### src/rtl/spmc_pkg.sv
`timescale 1ns / 1ps
package spmc_pkg;
   localparam int DefMaxPattern = 32;
   localparam int DefCountWidth = 32;
   localparam int PatternWords  = 4;
   localparam int PatternBytes  = PatternWords * 8;
   localparam logic [7:0] NewlineByte = 8'h0A;

   localparam logic [2:0] CSR_WORD0 = 3'd0;
   localparam logic [2:0] CSR_WORD3 = 3'd3;
   localparam logic [2:0] CSR_LENGTH = 3'd4;
   localparam logic [2:0] CSR_MODE = 3'd5;

   typedef struct packed {
      logic [7:0] data_byte;
      logic       first_of_file;
   } req_type;

   typedef struct packed {
      logic [31:0] lines_seen;
      logic [31:0] matches_counted;
      logic        match_here;
      logic        stopped;
   } rsp_type;

   // classified item handed from front to back
   typedef struct packed {
      logic first;
      logic newline;
      logic hit;
   } cls_type;
endpackage

### src/rtl/spmc_front.sv
`timescale 1ns / 1ps
module spmc_front
   import spmc_pkg::*;
#(
   parameter int MAX_PATTERN = DefMaxPattern
) (
   input  logic                        clock,
   input  logic                        reset,
   input  logic                        in_valid,
   input  req_type                     in_item,
   output logic                        in_ready,
   input  logic [PatternBytes*8-1:0]   pattern,
   input  logic [5:0]                  length_cfg,
   input  logic                        unique_mode,
   output logic                        out_valid,
   output cls_type                     out_cls,
   input  logic                        out_ready
);
   localparam int FW = $clog2(MAX_PATTERN + 1);

   logic [7:0]    window_ff [MAX_PATTERN];
   logic [FW-1:0] fill_ff, fill_in;
   logic          stop_ff, stop_in;
   logic          valid_ff;
   cls_type       cls_ff;
   logic [FW-1:0] len;
   logic [FW-1:0] fill_base;
   logic [FW-1:0] fill_next;
   logic          hit;
   logic          stop_base;
   logic          take;
   logic [7:0]    win_next [MAX_PATTERN];

   assign in_ready  = !valid_ff || out_ready;
   assign take      = in_valid && in_ready;
   assign out_valid = valid_ff;
   assign out_cls   = cls_ff;

   always_comb begin
      if (length_cfg == 6'd0) begin
         len = FW'(1);
      end else if (32'(length_cfg) > MAX_PATTERN) begin
         len = FW'(MAX_PATTERN);
      end else begin
         len = FW'(length_cfg);
      end
   end

   always_comb begin
      fill_base = in_item.first_of_file ? '0 : fill_ff;
      stop_base = in_item.first_of_file ? 1'b0 : stop_ff;
      win_next[0] = in_item.data_byte;
      for (int i = 1; i < MAX_PATTERN; i++) begin
         win_next[i] = window_ff[i-1];
      end
      fill_next = (32'(fill_base) < MAX_PATTERN) ? fill_base + FW'(1) : fill_base;
      hit = !stop_base && (fill_next >= len);
      for (int k = 0; k < MAX_PATTERN; k++) begin
         if (k < 32'(len)) begin
            if (win_next[32'(len) - 1 - k] !=
                ((k < PatternBytes) ? pattern[(k % PatternBytes)*8 +: 8] : 8'h00)) begin
               hit = 1'b0;
            end
         end
      end
      fill_in = fill_ff;
      stop_in = stop_base;
      if (!stop_base) begin
         fill_in = hit ? '0 : fill_next;
         if (hit && !unique_mode) begin
            stop_in = 1'b1;
         end
      end else begin
         fill_in = fill_base;
      end
   end

   always_ff @(posedge clock) begin
      if (reset) begin
         fill_ff  <= '0;
         stop_ff  <= 1'b0;
         valid_ff <= 1'b0;
      end else begin
         if (take) begin
            fill_ff <= fill_in;
            stop_ff <= stop_in;
         end
         if (in_ready) begin
            valid_ff <= in_valid;
         end
      end
   end

   always_ff @(posedge clock) begin
      if (take) begin
         if (!stop_base) begin
            for (int i = 0; i < MAX_PATTERN; i++) begin
               window_ff[i] <= win_next[i];
            end
         end
         cls_ff.first   <= in_item.first_of_file;
         cls_ff.newline <= !stop_base && (in_item.data_byte == NewlineByte);
         cls_ff.hit     <= hit;
      end
   end
endmodule

### src/rtl/spmc_back.sv
`timescale 1ns / 1ps
module spmc_back
   import spmc_pkg::*;
#(
   parameter int COUNT_WIDTH = DefCountWidth
) (
   input  logic    clock,
   input  logic    reset,
   input  logic    in_valid,
   input  cls_type in_cls,
   output logic    in_ready,
   input  logic    unique_mode,
   output logic    out_valid,
   output rsp_type out_item,
   input  logic    out_ready
);
   localparam logic [COUNT_WIDTH-1:0] Limit = '1;

   logic [COUNT_WIDTH-1:0] lines_ff, lines_in;
   logic [COUNT_WIDTH-1:0] match_ff, match_in;
   logic [COUNT_WIDTH-1:0] last_ff, last_in;
   logic                   have_ff, have_in;
   logic                   stop_ff, stop_in;
   logic                   valid_ff;
   rsp_type                item_ff;
   logic                   take;

   assign in_ready  = !valid_ff || out_ready;
   assign take      = in_valid && in_ready;
   assign out_valid = valid_ff;
   assign out_item  = item_ff;

   always_comb begin
      lines_in = in_cls.first ? '0 : lines_ff;
      match_in = in_cls.first ? '0 : match_ff;
      last_in  = in_cls.first ? '0 : last_ff;
      have_in  = in_cls.first ? 1'b0 : have_ff;
      stop_in  = in_cls.first ? 1'b0 : stop_ff;
      if (in_cls.newline && lines_in != Limit) begin
         lines_in = lines_in + 1'b1;
      end
      if (in_cls.hit) begin
         if (unique_mode) begin
            if (!have_in || last_in != lines_in) begin
               if (match_in != Limit) begin
                  match_in = match_in + 1'b1;
               end
               last_in = lines_in;
               have_in = 1'b1;
            end
         end else begin
            stop_in = 1'b1;
         end
      end
   end

   always_ff @(posedge clock) begin
      if (reset) begin
         lines_ff <= '0;
         match_ff <= '0;
         last_ff  <= '0;
         have_ff  <= 1'b0;
         stop_ff  <= 1'b0;
         valid_ff <= 1'b0;
      end else begin
         if (take) begin
            lines_ff <= lines_in;
            match_ff <= match_in;
            last_ff  <= last_in;
            have_ff  <= have_in;
            stop_ff  <= stop_in;
         end
         if (in_ready) begin
            valid_ff <= in_valid;
         end
      end
   end

   always_ff @(posedge clock) begin
      if (take) begin
         item_ff.lines_seen      <= 32'(64'(lines_in));
         item_ff.matches_counted <= 32'(64'(match_in));
         item_ff.match_here      <= in_cls.hit;
         item_ff.stopped         <= stop_in;
      end
   end
endmodule

### src/rtl/stream_pattern_match_counter.sv
`timescale 1ns / 1ps
// Streaming fixed-pattern search: one text byte per item, one result per item,
// one item per cycle sustained while rsp_ready is held high. The front stage compares
// the newest configured-length bytes of the window with the pattern in parallel; the back
// stage updates the line and match counters. Each stage holds one item.
module stream_pattern_match_counter
   import spmc_pkg::*;
#(
   parameter int MAX_PATTERN = DefMaxPattern,
   parameter int COUNT_WIDTH = DefCountWidth
) (
   input  logic        clock,
   input  logic        reset,
   input  logic        req_valid,
   output logic        req_ready,
   input  req_type     req_item,
   output logic        rsp_valid,
   input  logic        rsp_ready,
   output rsp_type     rsp_item,
   input  logic        csr_valid,
   output logic        csr_ready,
   input  logic [2:0]  csr_index,
   input  logic [63:0] csr_data
);
   logic [PatternBytes*8-1:0] pattern_ff;
   logic [5:0]                length_ff;
   logic                      mode_ff;
   logic                      mid_valid, mid_ready;
   cls_type                   mid_cls;

   assign csr_ready = 1'b1;

   always_ff @(posedge clock) begin
      if (reset) begin
         pattern_ff <= '0;
         length_ff  <= 6'd1;
         mode_ff    <= 1'b1;
      end else if (csr_valid) begin
         if (csr_index <= CSR_WORD3) begin
            pattern_ff[csr_index[1:0]*64 +: 64] <= csr_data;
         end else if (csr_index == CSR_LENGTH) begin
            length_ff <= csr_data[5:0];
         end else if (csr_index == CSR_MODE) begin
            mode_ff <= csr_data[0];
         end
      end
   end

   spmc_front #(.MAX_PATTERN(MAX_PATTERN)) u_front (
      .clock, .reset,
      .in_valid(req_valid), .in_item(req_item), .in_ready(req_ready),
      .pattern(pattern_ff), .length_cfg(length_ff), .unique_mode(mode_ff),
      .out_valid(mid_valid), .out_cls(mid_cls), .out_ready(mid_ready)
   );

   spmc_back #(.COUNT_WIDTH(COUNT_WIDTH)) u_back (
      .clock, .reset,
      .in_valid(mid_valid), .in_cls(mid_cls), .in_ready(mid_ready),
      .unique_mode(mode_ff),
      .out_valid(rsp_valid), .out_item(rsp_item), .out_ready(rsp_ready)
   );
endmodule
### config.mk
export PLATFORM = sky130hd
export DESIGN_NAME = stream_pattern_match_counter
export DESIGN_NICKNAME = d
export VERILOG_FILES = /design/src/rtl/spmc_pkg.sv /design/src/rtl/spmc_front.sv /design/src/rtl/spmc_back.sv /design/src/rtl/stream_pattern_match_counter.sv
export SDC_FILE = /design/constraint.sdc
export NUM_CORES = 2
export LEC_CHECK = 0
export BUFFER_PORTS_ARGS = -buffer_cell sky130_fd_sc_hd__buf_4
export CAP_MARGIN = 20
export CORE_MARGIN = 4
export CORE_UTILIZATION = 50
export DETAILED_ROUTE_END_ITERATION = 10
export GPL_ROUTABILITY_DRIVEN = 1
export HOLD_SLACK_MARGIN = 0.06
export MAX_ROUTING_LAYER = met4
export PLACE_DENSITY = 0.66
export SLEW_MARGIN = 20
export SYNTH_ARGS = -nofsm -noshare
export SYNTH_HDL_FRONTEND = slang
export SYNTH_SLANG_ARGS = --single-unit
### constraint.sdc
create_clock -name clock -period 14.2 [get_ports clock]
set_input_delay 3.55 -clock clock [delete_from_list [all_inputs] [get_ports clock]]
set_output_delay 3.55 -clock clock [all_outputs]
set_load 0.02 [all_outputs]
==> flow_summary.json <==
{
  "outcome": "complete, no violations",
  "hold_viol": 0,
  "post-place-ws_ns": 6.13,
  "end_kind": "flop",
  "peakVddDrop_uv": 88.1,
  "ys_async_sr_fraction": 0,
  "final-max-slew-violation-count": 0,
  "fin_crit_sh": 0.571,
  "yosysSeqAreaShare": 0.318,
  "clockBufferDepth": 3,
  "synth_fa_ha_area_frac": 0.00634,
  "cap_violations": 0,
  "yosys_warnings": 0,
  "wl_um": 254000,
  "crit_path_end": "u_front.stop_ff",
  "muxShareOfSynthArea": 0.172,
  "rsz0062_at_grt": "no",
  "area_growth_pct": 9.17,
  "post-route-min-period_ns": 8.11,
  "clock_latency_ns": 0.72,
  "cts_buffers": 82,
  "r2r-end": "u_front.stop_ff",
  "timing.slew.headroom": 0.146,
  "die_area_mm2": 0.112,
  "syn_area_mm2": 0.0533,
  "cts_tree": "built",
  "final_cell_mix": "mux2i_1 (522), nand2_1 (513), dfxtp_1 (366)",
  "synthXorXnorAreaFrac": 0.0789,
  "cts_setup_buffers": 0,
  "layout_commonest_cell": "mux2i_1",
  "avgViaCountPerCell": 7.28,
  "die_h_um": 334,
  "finalInstanceArea_mm2": 0.0581,
  "routedWlPerCell_um": 34.8,
  "worst_slew_pin_slew_ns": 1.27,
  "place_area_mm2": 0.0552,
  "setup_violations": 0,
  "track_usage": 0.450,
  "cts_resized": 0,
  "syn_nets": 6062,
  "rows": 119,
  "r2r_start": "length_ff[5]",
  "utilization": 0.551,
  "path_clk_slew_ns": 0.07,
  "ys_types": 113,
  "cts-hold-fix-buffers": 0,
  "worstRegToRegCells": 22,
  "synth_edf_count": 317,
  "cts-root-buf": "clkbuf_16",
  "power.leakage_nw": 21.0,
  "grt_max_degree": 101,
  "grt_pass1_wl_um": 358000,
  "fin_tns_setup_ns": 0,
  "max_freq_mhz": 123,
  "crit_fanout": 64,
  "dieWidth_um": 334,
  "arrival_ns": 8.74,
  "drtIter0Drc": 8525,
  "skew_ns": 0.0488,
  "synth_ff_type": "dfxtp_1",
  "hp-class": "reg -> reg",
  "ant_nets": 0,
  "drive_gt1_frac": 0.129,
  "synth-seq-cells": 687,
  "h-tree-depth": 3,
  "r2r_setup_slack_ns": 6.09,
  "power_density_mw_per_mm2": 104,
  "synth_top_family_by_area": "simple AND/OR/NAND/NOR gates",
  "antenna_found_initial": 17,
  "io-pin-count": 150,
  "place_hpwl_um": 183000,
  "start_util": 0.505,
  "design.core.area_mm2": 0.106,
  "grt_overflow": 0,
  "drc_errors": 0,
  "drt_first_pass_iters": 8,
  "critical_path_class": "reg -> reg",
  "portBuffers": 148,
  "synth_compound_area_frac": 0.183,
  "cts.sinks": 687,
  "crit_path_start_kind": "flop",
  "vias": 53100,
  "avgSynthCellArea_um2": 8.95,
  "nNetsFinal": 5920,
  "cp.required_ns": 14.83,
  "setup_ws_ns": 6.09,
  "finalPower_mw": 6.07,
  "yosys.area_share.simple": 0.194,
  "syn-instance-count": 5954,
  "routabilityCongestion": 1.09,
  "cp-startpoint": "length_ff[5]",
  "grt_pass1_vias": 48000
}
## power breakdown
part | total, mW | switching, mW | internal (mW)
sequential | 2.28 | 0.136 | 2.14
combinational | 1.55 | 1.00 | 0.549
clock | 2.25 | 0.951 | 1.30
## synthesized netlist by cell type (all sizes together) (16+ instances only)
master   number  area [µm²]
dfxtp       370        7410
buf         242        1240
nor3b        67         503
nand3       299        1500
ha           27         338
a22oi       182        1370
a2bb2oi      25         219
nand2       517        1940
or2          17         106
nor2b        50         313
nor2        349        1320
or3         164        1030
o22a         18         158
a211oi       58         448
and3         35         219
o2111ai      30         269
clkbuf      270        1010
mux4        143        3220
o22ai        99         619
o221ai       43         383
o32ai        17         149
a22o         34         298
nand2b       24         150
o21a         23         173
a221o        22         220
o31ai        19         143
xnor2       286        2500
inv          66         248
and4         21         184
and2         50         313
xor2        191        1670
mux2i       522        5230
a31oi        56         350
a221oi       19         184
o311ai       24         210
o21ai       148         741
o221a        16         180
o211ai       64         495
mux2         65         732
edfxtp      317        9520
a32oi        24         218
nor4         45         330
a21oi       363        1840
nand4        93         588
nor3        257        1310
## through the flow
step	cells	hold WS [ns]
2_1_floorplan	5954	0.424
6_report	7298	0.464
3_3_place_gp	7117	0.442
5_1_grt	7294	0.478
4_1_cts	7268	0.463
3_5_place_dp	7117	0.453
## logic make-up after synthesis
kind of cell	count (synthesis)
buf+inv	582
mux	730
simple gates	2049
other cells	1
flops	687
compound gates	1400
xor+xnor	478
fa+ha+maj	27
## worst max-delay path: stages (launching register included)
cell,delay (ns)
dfxtp_4,0.51
buf_4,0.52
nor2b_4,0.10
a21oi_4,0.15
inv_2,0.07
ha_4,0.84
inv_1,0.09
buf_4,0.31
ha_4,0.25
inv_1,0.09
nand2_1,0.11
o32a_1,0.36
a31oi_1,0.71
or2_1,0.71
mux4_2,0.64
xnor2_1,0.14
or3_1,0.36
o22ai_1,0.24
a41oi_1,0.40
nor3_1,0.33
nand4_1,0.32
or4_1,0.61
a21oi_1,0.15
## cell type report
cell class / count / area (µm²)
fill: 9502 / 47400
multi-input combinational: 4685 / 34100
sequential: 687 / 16900
clock buffer: 109 / 2330
timing repair buffer: 286 / 2160
tap: 1391 / 1740
clock inverter: 42 / 529
inverter: 70 / 267
antenna: 28 / 70.1
## metal layers
metal  track usage  vias to the layer above  routed length (µm)
met4         0.267                        0               19500
li1              -                    22400                   -
met2         0.617                     3831              103000
met5             -                        -                   0
met1         0.563                    26100               95700
met3         0.169                      761               35700
## how the worst min path moves through the flow
stage / cells past startpoint / endpoint / slack, ns / from
CTS: 2 / u_front.stop_ff / 0.46 / u_front.stop_ff
finish: 2 / pattern_ff[27] / 0.46 / pattern_ff[27]
global route: 2 / u_back.stop_ff / 0.48 / u_back.stop_ff
detailed placement: 2 / pattern_ff[119] / 0.45 / pattern_ff[119]
floorplan: 0 / u_front.window_ff[0][41] / 0.42 / u_front.window_ff[0][33]
global placement: 2 / pattern_ff[13] / 0.44 / pattern_ff[13]
## sequential cells by signal, summed over array words and instances (netlist names)
register,flops
u_back.out_item,66
mode_ff,1
u_front.fill_ff,6
u_back.lines_ff,32
u_front.window_ff,248
u_back.have_ff,1
u_back.last_ff,32
u_back.match_ff,32
length_ff,6
u_front.out_valid,1
u_front.stop_ff,1
u_back.stop_ff,1
u_back.out_valid,1
pattern_ff,256
u_front.out_cls,3
Note: power is estimated with default switching activity, not from simulation.
